<file path="src/rtl/core/tztg_pkg.sv">
// Shared types, codes and lookup tables of the thermal zone throttle governor.
// No dependencies; every other file of the block imports this package.
`timescale 1ns / 1ps

package tztg_pkg;

  // Sample and threshold width, signed millidegrees Celsius
  localparam int TEMP_W  = 19;
  // Workload cap width, per-mille
  localparam int CAP_W   = 10;
  // Event counter width
  localparam int EVT_W   = 16;
  // Zone code width
  localparam int ZONE_W  = 3;
  // Configuration data and index widths
  localparam int CFG_W   = 19;
  localparam int CFG_IDX_W = 3;

  // Trend and stability limits in millidegrees
  localparam logic signed [TEMP_W:0] RISE_LIMIT   = 20'sd2000;
  localparam logic signed [TEMP_W:0] STABLE_LIMIT = 20'sd3000;

  // Cap values
  localparam logic [CAP_W-1:0] FULL_CAP = 10'd1000;
  localparam logic [CAP_W-1:0] CRIT_CAP = 10'd50;

  // Reset values of the configuration registers
  localparam logic signed [TEMP_W-1:0] COOL_LIMIT_RST   = 19'sd50000;
  localparam logic signed [TEMP_W-1:0] NORMAL_LIMIT_RST = 19'sd65000;
  localparam logic signed [TEMP_W-1:0] WARM_LIMIT_RST   = 19'sd75000;
  localparam logic signed [TEMP_W-1:0] HOT_LIMIT_RST    = 19'sd85000;
  localparam logic [CAP_W-1:0]         RAMP_STEP_RST    = 10'd100;

  // Configuration register indexes
  typedef enum logic [CFG_IDX_W-1:0] {
    REG_COOL_LIMIT   = 3'd0,
    REG_NORMAL_LIMIT = 3'd1,
    REG_WARM_LIMIT   = 3'd2,
    REG_HOT_LIMIT    = 3'd3,
    REG_RAMP_STEP    = 3'd4,
    REG_PRED_ENABLE  = 3'd5
  } cfg_reg_t;

  // Thermal zones
  typedef enum logic [ZONE_W-1:0] {
    ZONE_COOL     = 3'd0,
    ZONE_NORMAL   = 3'd1,
    ZONE_WARM     = 3'd2,
    ZONE_HOT      = 3'd3,
    ZONE_CRITICAL = 3'd4
  } zone_t;

  // Sequencer states
  typedef enum logic [1:0] {
    ST_IDLE   = 2'd0,
    ST_SCAN   = 2'd1,
    ST_UPDATE = 2'd2
  } state_t;

  // Controls driven by the sequencer
  typedef struct packed {
    logic scan_step;
    logic update;
  } seq_ctrl_t;

  // Target cap for each zone
  function automatic logic [CAP_W-1:0] zone_cap(input zone_t z);
    logic [CAP_W-1:0] c;
    case (z)
      ZONE_COOL:     c = 10'd1000;
      ZONE_NORMAL:   c = 10'd850;
      ZONE_WARM:     c = 10'd500;
      ZONE_HOT:      c = 10'd200;
      ZONE_CRITICAL: c = 10'd50;
      default:       c = 10'd50;
    endcase
    return c;
  endfunction

  // Throttle delay in ms for each zone
  function automatic logic [9:0] zone_delay(input zone_t z);
    logic [9:0] d;
    case (z)
      ZONE_COOL:     d = 10'd0;
      ZONE_NORMAL:   d = 10'd10;
      ZONE_WARM:     d = 10'd50;
      ZONE_HOT:      d = 10'd200;
      ZONE_CRITICAL: d = 10'd1000;
      default:       d = 10'd1000;
    endcase
    return d;
  endfunction

endpackage

</file>
<file path="src/rtl/core/thermal_zone_throttle_governor_unit.sv">
// Top level of the thermal zone throttle governor: sequencer, history chain,
// zone and cap update, result register. Depends on tztg_pkg and tztg_cell.
`timescale 1ns / 1ps

// Usage
//   Input channel s_*: one temperature sample per transfer (signed mdegC).
//   Output channel m_*: one result per sample (zone, cap, flags, delay, peak,
//   event counters). Configuration: cfg_we/cfg_index/cfg_data write one
//   threshold or setting per cycle; write only while no sample is in flight.
// Sequence
//   A sample is taken in IDLE, then the history chain is scanned in SCAN
//   (the min/max wave moves one cell per cycle), then UPDATE loads the
//   result. A new sample is taken only after UPDATE returns to IDLE, so
//   the block finishes the update of one sample before it takes the next.
//   HISTORY_DEPTH sets the scan length of the cell chain.
// Reset
//   rst clears zone, cap (to 1000), flags, peak, counters, stored count and
//   configuration to defaults. Stored history is not cleared; the stored
//   count keeps unwritten cells out of the trend and stability checks.
// Stall
//   A finished result waits in the output register while m_tready is low;
//   the next sample is still taken and scanned, and its update waits until
//   the output register is free.

module thermal_zone_throttle_governor_unit
  import tztg_pkg::*;
#(
  parameter int HISTORY_DEPTH = 10,
  parameter int TREND_SPAN    = 5
) (
  input  logic                 clk,
  input  logic                 rst,
  // Input: [18:0] temperature
  input  logic                 s_tvalid,
  output logic                 s_tready,
  input  logic [23:0]          s_tdata,
  // Output: [2:0] zone, [12:3] workload_cap, [13] heavy_allowed,
  // [14] background_allowed, [15] cooldown_active, [16] predictive_active,
  // [26:17] delay_ms, [27] fans_maxed, [46:28] peak_temperature,
  // [62:47] throttle_events, [78:63] cooldown_events, [79] zero
  output logic                 m_tvalid,
  input  logic                 m_tready,
  output logic [79:0]          m_tdata,
  // Configuration write port
  input  logic                 cfg_we,
  input  logic [CFG_IDX_W-1:0] cfg_index,
  input  logic [CFG_W-1:0]     cfg_data
);

  localparam int SCAN_W  = (HISTORY_DEPTH > 1) ? $clog2(HISTORY_DEPTH) : 1;
  localparam int COUNT_W = $clog2(HISTORY_DEPTH + 1);
  localparam logic [SCAN_W-1:0]  SCAN_LAST = SCAN_W'(HISTORY_DEPTH - 1);
  localparam logic [COUNT_W-1:0] COUNT_FULL = COUNT_W'(HISTORY_DEPTH);

  // Configuration registers
  logic signed [TEMP_W-1:0] cool_limit;
  logic signed [TEMP_W-1:0] normal_limit;
  logic signed [TEMP_W-1:0] warm_limit;
  logic signed [TEMP_W-1:0] hot_limit;
  logic [CAP_W-1:0]         ramp_step;
  logic                     predictive_enable;

  // Sequencer
  state_t             state;
  state_t             state_next;
  seq_ctrl_t          ctrl;
  logic [SCAN_W-1:0]  scan_cnt;
  logic               out_free;

  // Sample and governor state
  logic signed [TEMP_W-1:0] sample;
  logic [COUNT_W-1:0]       stored_count;
  zone_t                    current_zone;
  logic [CAP_W-1:0]         cap_level;
  logic                     cooldown_flag;
  logic                     predictive_flag;
  logic signed [TEMP_W-1:0] peak_value;
  logic [EVT_W-1:0]         upward_changes;
  logic [EVT_W-1:0]         cooldown_entries;

  // History chain
  logic signed [TEMP_W-1:0] hist [HISTORY_DEPTH];
  logic signed [TEMP_W-1:0] lo_c [HISTORY_DEPTH];
  logic signed [TEMP_W-1:0] hi_c [HISTORY_DEPTH];

  // Write configuration registers
  always_ff @(posedge clk) begin
    if (rst) begin
      cool_limit        <= COOL_LIMIT_RST;
      normal_limit      <= NORMAL_LIMIT_RST;
      warm_limit        <= WARM_LIMIT_RST;
      hot_limit         <= HOT_LIMIT_RST;
      ramp_step         <= RAMP_STEP_RST;
      predictive_enable <= 1'b1;
    end else if (cfg_we) begin
      case (cfg_index)
        REG_COOL_LIMIT:   cool_limit        <= $signed(cfg_data[TEMP_W-1:0]);
        REG_NORMAL_LIMIT: normal_limit      <= $signed(cfg_data[TEMP_W-1:0]);
        REG_WARM_LIMIT:   warm_limit        <= $signed(cfg_data[TEMP_W-1:0]);
        REG_HOT_LIMIT:    hot_limit         <= $signed(cfg_data[TEMP_W-1:0]);
        REG_RAMP_STEP:    ramp_step         <= cfg_data[CAP_W-1:0];
        REG_PRED_ENABLE:  predictive_enable <= cfg_data[0];
        default: ;
      endcase
    end
  end

  // Sequencer: state register
  always_ff @(posedge clk) begin
    if (rst) begin
      state <= ST_IDLE;
    end else begin
      state <= state_next;
    end
  end

  assign out_free = !m_tvalid || m_tready;

  // Sequencer: next state
  always_comb begin
    state_next = state;
    case (state)
      ST_IDLE: begin
        if (s_tvalid) state_next = ST_SCAN;
      end
      ST_SCAN: begin
        if (scan_cnt == SCAN_LAST) state_next = ST_UPDATE;
      end
      ST_UPDATE: begin
        if (out_free) state_next = ST_IDLE;
      end
      default: state_next = ST_IDLE;
    endcase
  end

  // Sequencer: outputs
  always_comb begin
    s_tready       = 1'b0;
    ctrl.scan_step = 1'b0;
    ctrl.update    = 1'b0;
    case (state)
      ST_IDLE:   s_tready       = 1'b1;
      ST_SCAN:   ctrl.scan_step = 1'b1;
      ST_UPDATE: ctrl.update    = out_free;
      default: ;
    endcase
  end

  // Count scan cycles
  always_ff @(posedge clk) begin
    if (rst) begin
      scan_cnt <= '0;
    end else if (ctrl.scan_step) begin
      scan_cnt <= (scan_cnt == SCAN_LAST) ? '0 : scan_cnt + 1'b1;
    end
  end

  // Capture the sample on transfer
  always_ff @(posedge clk) begin
    if (s_tvalid && s_tready) begin
      sample <= $signed(s_tdata[TEMP_W-1:0]);
    end
  end

  // Chain of history cells; cell k holds the k-th newest sample
  for (genvar k = 0; k < HISTORY_DEPTH; k++) begin : g_cell
    if (k == 0) begin : g_head
      tztg_cell u_cell (
        .clk        (clk),
        .shift      (ctrl.update),
        .sample_in  (sample),
        .lo_in      (hist[0]),
        .hi_in      (hist[0]),
        .sample_out (hist[0]),
        .lo_out     (lo_c[0]),
        .hi_out     (hi_c[0])
      );
    end else begin : g_body
      tztg_cell u_cell (
        .clk        (clk),
        .shift      (ctrl.update),
        .sample_in  (hist[k-1]),
        .lo_in      (lo_c[k-1]),
        .hi_in      (hi_c[k-1]),
        .sample_out (hist[k]),
        .lo_out     (lo_c[k]),
        .hi_out     (hi_c[k])
      );
    end
  end

  // Trend check on the history held before this sample
  logic rising;
  if (TREND_SPAN <= HISTORY_DEPTH) begin : g_trend
    logic signed [TEMP_W:0] rise;
    assign rise   = {hist[0][TEMP_W-1], hist[0]}
                  - {hist[TREND_SPAN-1][TEMP_W-1], hist[TREND_SPAN-1]};
    assign rising = (stored_count >= COUNT_W'(TREND_SPAN)) && (rise > RISE_LIMIT);
  end else begin : g_no_trend
    assign rising = 1'b0;
  end

  // Stability from the extremes at the tail of the chain
  logic signed [TEMP_W:0] spread;
  logic                   stable;
  assign spread = {hi_c[HISTORY_DEPTH-1][TEMP_W-1], hi_c[HISTORY_DEPTH-1]}
                - {lo_c[HISTORY_DEPTH-1][TEMP_W-1], lo_c[HISTORY_DEPTH-1]};
  assign stable = (stored_count == COUNT_FULL) && (spread < STABLE_LIMIT);

  // Classify, apply the trend bump, ramp the cap, and track cooldown and peak
  zone_t                    zone_raw;
  zone_t                    zone_new;
  logic                     pred_next;
  logic [CAP_W-1:0]         target;
  logic signed [CAP_W+1:0]  cap_dn;
  logic [CAP_W:0]           cap_up;
  logic [CAP_W-1:0]         cap_ramp;
  logic [CAP_W-1:0]         cap_next;
  logic                     cool_enter;
  logic                     cool_next;
  logic signed [TEMP_W-1:0] peak_next;

  always_comb begin
    peak_next = (sample > peak_value) ? sample : peak_value;

    if (sample >= hot_limit)         zone_raw = ZONE_CRITICAL;
    else if (sample >= warm_limit)   zone_raw = ZONE_HOT;
    else if (sample >= normal_limit) zone_raw = ZONE_WARM;
    else if (sample >= cool_limit)   zone_raw = ZONE_NORMAL;
    else                             zone_raw = ZONE_COOL;

    zone_new  = zone_raw;
    pred_next = predictive_flag;
    if (predictive_enable && rising && (zone_raw < ZONE_HOT)) begin
      zone_new  = zone_t'(zone_raw + 3'd1);
      pred_next = 1'b1;
    end else if (stable && predictive_flag) begin
      pred_next = 1'b0;
    end

    target   = zone_cap(zone_new);
    cap_dn   = $signed({2'b00, cap_level}) - $signed({2'b00, ramp_step});
    cap_up   = {1'b0, cap_level} + {2'b00, ramp_step[CAP_W-1:1]};
    cap_ramp = cap_level;
    if (target < cap_level) begin
      cap_ramp = (cap_dn > $signed({2'b00, target})) ? cap_dn[CAP_W-1:0] : target;
    end else if ((target > cap_level) && stable) begin
      cap_ramp = (cap_up < {1'b0, target}) ? cap_up[CAP_W-1:0] : target;
    end

    cool_enter = (zone_new == ZONE_CRITICAL) && !cooldown_flag;
    cap_next   = cool_enter ? CRIT_CAP : cap_ramp;
    cool_next  = cooldown_flag || cool_enter;
    if (cool_next && (zone_new <= ZONE_NORMAL)) begin
      cool_next = 1'b0;
    end
  end

  // Commit the governor state
  always_ff @(posedge clk) begin
    if (rst) begin
      stored_count     <= '0;
      current_zone     <= ZONE_COOL;
      cap_level        <= FULL_CAP;
      cooldown_flag    <= 1'b0;
      predictive_flag  <= 1'b0;
      peak_value       <= '0;
      upward_changes   <= '0;
      cooldown_entries <= '0;
    end else if (ctrl.update) begin
      if (stored_count != COUNT_FULL) stored_count <= stored_count + 1'b1;
      current_zone    <= zone_new;
      cap_level       <= cap_next;
      cooldown_flag   <= cool_next;
      predictive_flag <= pred_next;
      peak_value      <= peak_next;
      if ((zone_new > current_zone) && (upward_changes != '1)) begin
        upward_changes <= upward_changes + 1'b1;
      end
      if (cool_enter && (cooldown_entries != '1)) begin
        cooldown_entries <= cooldown_entries + 1'b1;
      end
    end
  end

  // Hold the result until the output transfer
  always_ff @(posedge clk) begin
    if (rst) begin
      m_tvalid <= 1'b0;
    end else if (ctrl.update) begin
      m_tvalid <= 1'b1;
    end else if (m_tready) begin
      m_tvalid <= 1'b0;
    end
  end

  always_ff @(posedge clk) begin
    if (ctrl.update) begin
      m_tdata[2:0]   <= zone_new;
      m_tdata[12:3]  <= cap_next;
      m_tdata[13]    <= (zone_new <= ZONE_NORMAL) && !cool_next;
      m_tdata[14]    <= (zone_new <= ZONE_WARM) && !cool_next;
      m_tdata[15]    <= cool_next;
      m_tdata[16]    <= pred_next;
      m_tdata[26:17] <= zone_delay(zone_new);
      m_tdata[27]    <= sample > warm_limit;
      m_tdata[46:28] <= peak_next;
      m_tdata[62:47] <= ((zone_new > current_zone) && (upward_changes != '1))
                        ? upward_changes + 1'b1 : upward_changes;
      m_tdata[78:63] <= (cool_enter && (cooldown_entries != '1))
                        ? cooldown_entries + 1'b1 : cooldown_entries;
      m_tdata[79]    <= 1'b0;
    end
  end

endmodule

</file>
<file path="src/rtl/core/tztg_cell.sv">
// One history cell: holds one stored sample and passes a running min/max on.
// Depends on tztg_pkg for the sample width.
`timescale 1ns / 1ps

module tztg_cell
  import tztg_pkg::*;
(
  input  logic                     clk,
  input  logic                     shift,
  input  logic signed [TEMP_W-1:0] sample_in,
  input  logic signed [TEMP_W-1:0] lo_in,
  input  logic signed [TEMP_W-1:0] hi_in,
  output logic signed [TEMP_W-1:0] sample_out,
  output logic signed [TEMP_W-1:0] lo_out,
  output logic signed [TEMP_W-1:0] hi_out
);

  logic signed [TEMP_W-1:0] sample;
  logic signed [TEMP_W-1:0] lo;
  logic signed [TEMP_W-1:0] hi;

  // Take the neighbor's sample when the history advances
  always_ff @(posedge clk) begin
    if (shift) begin
      sample <= sample_in;
    end
  end

  // Fold this cell's sample into the running extremes every cycle
  always_ff @(posedge clk) begin
    lo <= (sample < lo_in) ? sample : lo_in;
    hi <= (sample > hi_in) ? sample : hi_in;
  end

  assign sample_out = sample;
  assign lo_out     = lo;
  assign hi_out     = hi;

endmodule
</file>
<file path="config.mk">
export PLATFORM = sky130hd
export DESIGN_NAME = thermal_zone_throttle_governor_unit
export DESIGN_NICKNAME = d
export VERILOG_FILES = /design/src/rtl/core/tztg_pkg.sv /design/src/rtl/core/thermal_zone_throttle_governor_unit.sv /design/src/rtl/core/tztg_cell.sv
export SDC_FILE = /design/constraint.sdc
export NUM_CORES = 2
export LEC_CHECK = 0
export BUFFER_PORTS_ARGS = -buffer_cell sky130_fd_sc_hd__buf_2
export CAP_MARGIN = 20
export CORE_UTILIZATION = 35
export CTS_CLUSTER_DIAMETER = 80
export DETAILED_ROUTE_END_ITERATION = 6
export GPL_ROUTABILITY_DRIVEN = 0
export PLACE_DENSITY = 0.47
export REMOVE_ABC_BUFFERS = 1
export SETUP_SLACK_MARGIN = 0.3
export SLEW_MARGIN = 20
export SYNTH_ARGS = -nofsm -noshare
export SYNTH_HDL_FRONTEND = slang
export SYNTH_SLANG_ARGS = --single-unit
</file>
<file path="constraint.sdc">
create_clock -name clk -period 18.9 [get_ports clk]
set_input_delay 3.78 -clock clk [delete_from_list [all_inputs] [get_ports clk]]
set_output_delay 3.78 -clock clk [all_outputs]
set_load 0.005 [all_outputs]
</file>
Word-level counts from Yosys, hierarchy flattened
Index checks and enable logic that the tools add are counted.
{"block": "totals", "regBits": 813, "input_bits": 51}
{"block": "op_classes", "reduce_logical": 30, "n_addsub": 9, "n_lt_le_gt_ge": 35, "eq_ne": 19, "mux": 46}
{"operator": "$mux W19", "count": 19}
{"operator": "$gt A19 B19 Y1", "count": 11}
{"operator": "$lt A19 B19 Y1", "count": 9}
{"operator": "$pmux W10 S4", "count": 2}
{"operator": "$ge A19 B19 Y1", "count": 4}
{"operator": "$mux W10", "count": 5}
{"operator": "$sub A19 B19 Y20", "count": 2}
{"operator": "$add A16 B1 Y16 const B", "count": 2}
{"operator": "$mux W16", "count": 2}
{"operator": "$ne A16 B16 Y1 const B", "count": 2}
{"operator": "$gt A20 B12 Y1 const B", "count": 1}
{"operator": "$lt A20 B13 Y1 const B", "count": 1}
{"operator": "$reduce_and A2 Y1", "count": 7}
{"operator": "$logic_and A1 B1 Y1", "count": 13}
{"operator": "$eq A3 B2 Y1 const B", "count": 4}
{"operator": "$add A10 B9 Y11", "count": 1}
{"operator": "$gt A11 B11 Y1", "count": 1}
{"operator": "$lt A11 B10 Y1", "count": 1}
{"operator": "$sub A10 B10 Y11", "count": 1}
{"operator": "$gt A10 B10 Y1", "count": 1}
{"operator": "$lt A10 B10 Y1", "count": 1}
{"operator": "$mux W2", "count": 5}
{"operator": "$eq A3 B3 Y1 const B", "count": 3}
{"operator": "$mux W1", "count": 9}
{"operator": "22 further kinds", "count": 32}

Depth between registers and ports, before layout
{"block": "depth", "word_depth": 15, "mapped_depth": 28}

Modules after synthesis
From an unflattened synthesis, not the netlist that was laid out.
{"block": "hier_totals", "hier_cells": 4171, "area_unflattened_um2": 44447.6}
{"module": "tztg_cell at g_cell[0].g_head.u_cell ...", "instances": 9, "cells_each": 231, "area_each_um2": 2803.9}
{"module": "thermal_zone_throttle_governor_unit", "instances": 1, "cells_each": 1858, "area_each_um2": 16289.4}
{"module": "tztg_cell at g_cell[9].g_body.u_cell", "instances": 1, "cells_each": 234, "area_each_um2": 2922.8}

Worst setup path before layout
Ideal clock, no wire load.
{"block": "synth_timing", "path_kind": "input to register", "startpoint": "input port m_tready", "endpoint": "register cap_level[1]", "path_slack_ns": 6.179, "required_ns": 18.384, "arrival_time_ns": 12.205, "path_stages": 6, "setup_time_ns": 0.516, "path_cell_list": "nand2b_1 -> nand2b_1 -> inv_1 -> clkbuf_1 -> clkbuf_1 -> a311oi_2"}
{"block": "synth_via", "elab_chain_cells": 2}
{"element": "start, declared", "line_no": "thermal_zone_throttle_governor_unit.sv:42", "text": "input logic m_tready,"}
{"element": "$logic_or A1 B1 Y1", "line_no": "thermal_zone_throttle_governor_unit.sv:117", "text": "assign out_free = !m_tvalid || m_tready;"}
{"element": "$mux W1", "line_no": "thermal_zone_throttle_governor_unit.sv:141", "text": "case (state)"}
{"element": "named net g_cell[0].g_head.u_cell.shift", "line_no": "tztg_cell.sv:9", "text": "input logic shift,"}
{"element": "end signal, assigned", "line_no": "thermal_zone_throttle_governor_unit.sv:273", "text": "cap_level <= cap_next;"}
{"element": "end, declared", "line_no": "thermal_zone_throttle_governor_unit.sv:74", "text": "logic [CAP_W-1:0] cap_level;"}
The timed path passes the listed nets, and every way through them passes these cells.
A chain may end at the register's enable or synchronous reset.

Worst setup path in the final report
{"block": "layout_timing", "startpoint": "register sample[18]", "endpoint": "register m_tdata[8] (data pin)"}
{"block": "layout_via", "elab_chain_cells": 15, "elab_cells_between_ends": 29, "cone_classes": "add/sub (1); order compare (9); eq/ne (4); mux (11); reduce/logical (4)"}
{"element": "start, declared", "line_no": "thermal_zone_throttle_governor_unit.sv:71", "text": "logic signed [TEMP_W-1:0] sample;"}
{"element": "start signal, assigned", "line_no": "thermal_zone_throttle_governor_unit.sv:161", "text": "sample <= $signed(s_tdata[TEMP_W-1:0]);"}
{"element": "$ge A19 B19 Y1", "line_no": "thermal_zone_throttle_governor_unit.sv:229", "text": "else if (sample >= cool_limit) zone_raw = ZONE_NORMAL;"}
{"element": "$mux W1", "line_no": "thermal_zone_throttle_governor_unit.sv:229"}
{"element": "$mux W2", "line_no": "thermal_zone_throttle_governor_unit.sv:228", "text": "else if (sample >= normal_limit) zone_raw = ZONE_WARM;"}
{"element": "$mux W2", "line_no": "thermal_zone_throttle_governor_unit.sv:227", "text": "else if (sample >= warm_limit) zone_raw = ZONE_HOT;"}
{"element": "$mux W3 (*)", "line_no": "thermal_zone_throttle_governor_unit.sv:226", "text": "if (sample >= hot_limit) zone_raw = ZONE_CRITICAL;"}
{"element": "$lt A3 B2 Y1", "line_no": "thermal_zone_throttle_governor_unit.sv:234", "text": "if (predictive_enable && rising && (zone_raw < ZONE_HOT)) begin"}
{"element": "$logic_and A1 B1 Y1", "line_no": "thermal_zone_throttle_governor_unit.sv:234"}
{"element": "$mux W3 (*)", "line_no": "thermal_zone_throttle_governor_unit.sv:234"}
{"element": "named net zone_new[0]", "line_no": "thermal_zone_throttle_governor_unit.sv:212", "text": "zone_t zone_new;"}
{"element": "[... 1 more ...]"}
{"element": "$pmux W10 S4 (*)", "line_no": "tztg_pkg.sv:69", "text": "case (z)"}
{"element": "named net target[2]", "line_no": "thermal_zone_throttle_governor_unit.sv:214", "text": "logic [CAP_W-1:0] target;"}
{"element": "$lt A11 B10 Y1 or $gt A10 B10 Y1 (tied branches)", "line_no": "thermal_zone_throttle_governor_unit.sv:248, thermal_zone_throttle_governor_unit.sv:247"}
{"element": "$mux W10 or $logic_and A1 B1 Y1 (tied branches)", "line_no": "thermal_zone_throttle_governor_unit.sv:248, thermal_zone_throttle_governor_unit.sv:247"}
{"element": "$mux W10", "line_no": "thermal_zone_throttle_governor_unit.sv:247", "text": "end else if ((target > cap_level) && stable) begin"}
{"element": "$mux W10 (*)", "line_no": "thermal_zone_throttle_governor_unit.sv:245", "text": "if (target < cap_level) begin"}
{"element": "$mux W10 (*)", "line_no": "thermal_zone_throttle_governor_unit.sv:252", "text": "cap_next = cool_enter ? CRIT_CAP : cap_ramp;"}
{"element": "named net cap_next[5]", "line_no": "thermal_zone_throttle_governor_unit.sv:218", "text": "logic [CAP_W-1:0] cap_next;"}
{"element": "end signal, assigned", "line_no": "thermal_zone_throttle_governor_unit.sv:300", "text": "m_tdata[12:3] <= cap_next;"}
{"element": "end, declared", "line_no": "thermal_zone_throttle_governor_unit.sv:43", "text": "output logic [79:0] m_tdata,"}
The timed path passes the listed nets; every way through them passes the cells marked *.

==> results.yml <==
synthesis:
  ys_top_cells_by_count: "dfxtp_1 (525), inv_1 (525), ha_1 (498)"
  syn_avg_cell_area_um2: 10.5
  synth-edff-count: 283
  yosysSeqAreaShare: 0.461
  synth_top_area_share: 0.255
  async_flop_share: 0
  ys_ff_latch: 808
  ys.flop_type: "dfxtp_1"
  synth_cell_type_count: 92
  netlist_area_um2: 41200
  syn_inst: 3911
  synth_area_leaders: "dfxtp_1 (25%), edfxtp_1 (21%), ha_1 (15%)"
  synth_top_cell_by_area: "dfxtp_1"
  ys_warn_count: 0
grt:
  grt_max_degree: 116
  antenna_found_initial: 2
  grt_pass1_wl_mm: 159
  met2_usage: 0.282
  use_met1: 0.229
  grt_use_total: 0.170
  grt_util_met3: 0.0236
  grt_pass1_vias: 27495
  overflow: 0
  busiest_layer: "met2"
placement:
  dp.cells: 5490
  port_buffers: 124
  hpwlAfterDp_mm: 76.0
setup_path:
  reg2reg_slack_ps: 11180
  cp_slowest_cell: "nor4_1"
  cp.arrival_ps: 8100
  end_kind: "flip-flop"
  crit_buf_inv: 2
  startpoint_type: "flip-flop"
  critical_path.max_stage_delay_ps: 710
  cp_max_fo: 10
  worstPathRequired_ps: 19290
  critPathKind: "reg -> reg"
  crit_path_cell_trace: "ha_1 -> nand4_1 -> nor4_1 -> o21ai_1 -> a31o_2 -> a21oi_1 -> o21ai_1 -> nor4_4 -> o21bai_1 -> nand2b_1 -> inv_1 -> nor3_1 -> inv_1 -> ha_1 -> nand3_1 -> or4_1 -> o21a_1 -> and2_1 -> o31a_1 -> o31a_1 -> nand3_1 -> o31ai_1 -> or3_1"
  path_delay_family: "simple AND/OR/NAND/NOR gates"
min_path:
  hp-class: "reg -> reg"
routing:
  routed_wl_mm: 101
  vias_per_cell: 4.84
  antenna_left: 0
  wire_per_inst_um: 17.9
  drc: 0
  vias: 27461
  drtIter0Drc: 1252
  drtPass1Iterations: 5
timing:
  rsz0062_at_grt: "no"
  max_freq_mhz: 130
  finalHoldViolCount: 0
  setup_viol: 0
  skew_ps: 33.0
  whs_ps: 450
  setup_tns_ps: 0
  worstMarginPinSlew_ps: 1090
  finalCriticalPeriod_ps: 7720
  final_max_slew_viol_count: 0
  slew_headroom: 0.274
  period_share: 0.408
cts:
  root_buffer: "clkbuf_16"
  cts_sinks: 808
  cts_buffer_depth: 3
  cts_buffers: 96
  h-tree-depth: 3
  clkLatencyLatePin_ps: 670
  ctsHoldBuffers: 0
  cts_resized: 0
  cts_setup_buffers: 0
  cts_tree: "yes"
  path_clk_slew_ps: 60
cells_and_area:
  nets: 4616
  drive_above_1_share: 0.159
  fin_cells: 5670
  register_area_um2: 19000
  num-fill-cells: 11348
  area.growth.synth_to_final_pct: 13.4
  multi_input_area_um2: 20000
floorplanning:
  chipWidth_um: 345
  fp.dieH_um: 345
  start_util: 0.354
  rows: 125
  pin_count: 133
  fp.coreArea_um2: 117000
  die-area_um2: 119000
power_and_ir_drop:
  pwr-share-comb: 0.036
  leakage_nw: 20.2
  peakVddDrop_uv: 58.5
  p_clk_frac: 0.483
  seqPwrFrac: 0.482
  power.density_nw_per_um2: 80.5
  switchingPower_mw: 0.846
  internal_power_mw: 2.92
  switching_share: 0.225
flow_run:
  drv_cap: 0
run_status:
  status: "finished clean"
final cells by class:
class,instances,area share
well taps,1524,0.0408
repair buffers,143,0.0165
diodes,2,0.000107
inverters,526,0.0424
multi-input cells,2489,0.427
clock buffers,133,0.0585
flip-flops and latches,808,0.407
clock inverters,45,0.00798
per-stage QoR:
step	worst slack [ps]	area, um^2	power [mW]	util
3_3_place_gp	11300	43600	1.98	0.374
4_1_cts	11230	46700	3.83	0.401
5_1_grt	10680	46700	3.91	0.401
6_report	11180	46700	3.76	0.401
3_5_place_dp	11260	43600	1.98	0.374
2_1_floorplan	7340	40800	1.93	-
power by group through the flow:
stage / Sequential (mW) / Clock (mW) / Combinational [mW]
floorplan: 1.84 / 0 / 0.0866
global placement: 1.85 / 0 / 0.134
detailed placement: 1.85 / 0 / 0.135
CTS: 1.81 / 1.88 / 0.136
global route: 1.81 / 1.95 / 0.153
finish: 1.81 / 1.82 / 0.135
per-layer routing:
metal	vias to the layer above	wire length [um]
met5	-	0
met4	0	2340
met3	134	3680
met2	400	46900
met1	12794	48400
li1	14133	-
cell families (layout without fill, tap and decap cells):
logic type	Yosys count	in the layout	share of synthesized area
mux	378	378	0.102
flops	808	808	0.461
simple gates	810	810	0.0961
other cells	1	5	0.0000910
xor+xnor	78	78	0.0166
fa+ha+maj	501	501	0.153
buf+inv	616	847	0.0572
compound gates	719	719	0.115
state kept, by name, indices dropped and copies added (netlist names), 74 cells and up:
register and flops:
g_cell.g_body.u_cell.lo_out 171, m_tdata 74, g_cell.g_body.u_cell.hi_out 171, g_cell.g_body.u_cell.sample_out 171
worst paths after layout:
path	start	endpoint	depth (start not counted)
hold / removal	g_cell[0].g_head.u_cell.sample_out[0]	g_cell[0].g_head.u_cell.lo_out[0]	0
setup / recovery	sample[18]	m_tdata[8]	23
hold reg to reg	g_cell[0].g_head.u_cell.sample_out[0]	g_cell[0].g_head.u_cell.lo_out[0]	0
setup reg to reg	sample[18]	m_tdata[8]	23
cells in the final DEF, fill, tap and decap left out, types with 10 or more instances in the layout:
| cell | count |
|---|---|
| nand4_1 | 80 |
| nor2_1 | 181 |
| o21ai_1 | 12 |
| and3_1 | 20 |
| buf_2 | 123 |
| o21ai_0 | 124 |
| xor2_1 | 42 |
| or3_1 | 11 |
| clkinv_2 | 17 |
| buf_4 | 19 |
| a211oi_1 | 21 |
| nor2b_1 | 46 |
| o31ai_1 | 10 |
| inv_1 | 524 |
| nand2b_1 | 38 |
| clkbuf_16 | 99 |
| mux2i_1 | 62 |
| a211o_1 | 35 |
| clkbuf_1 | 21 |
| a21o_1 | 112 |
| mux2_2 | 315 |
| o21a_1 | 62 |
| nand2_1 | 255 |
| xnor2_1 | 36 |
| o211ai_1 | 17 |
| and2_1 | 11 |
| nor3_1 | 34 |
| a31oi_1 | 11 |
| nand3_1 | 59 |
| ha_1 | 498 |
| nand3b_1 | 13 |
| edfxtp_1 | 283 |
| and4_1 | 11 |
| a21oi_1 | 214 |
| dfxtp_1 | 525 |
| clkbuf_8 | 13 |
| clkinv_1 | 10 |
| nor4_1 | 15 |
(Power assumes the default switching activity.)
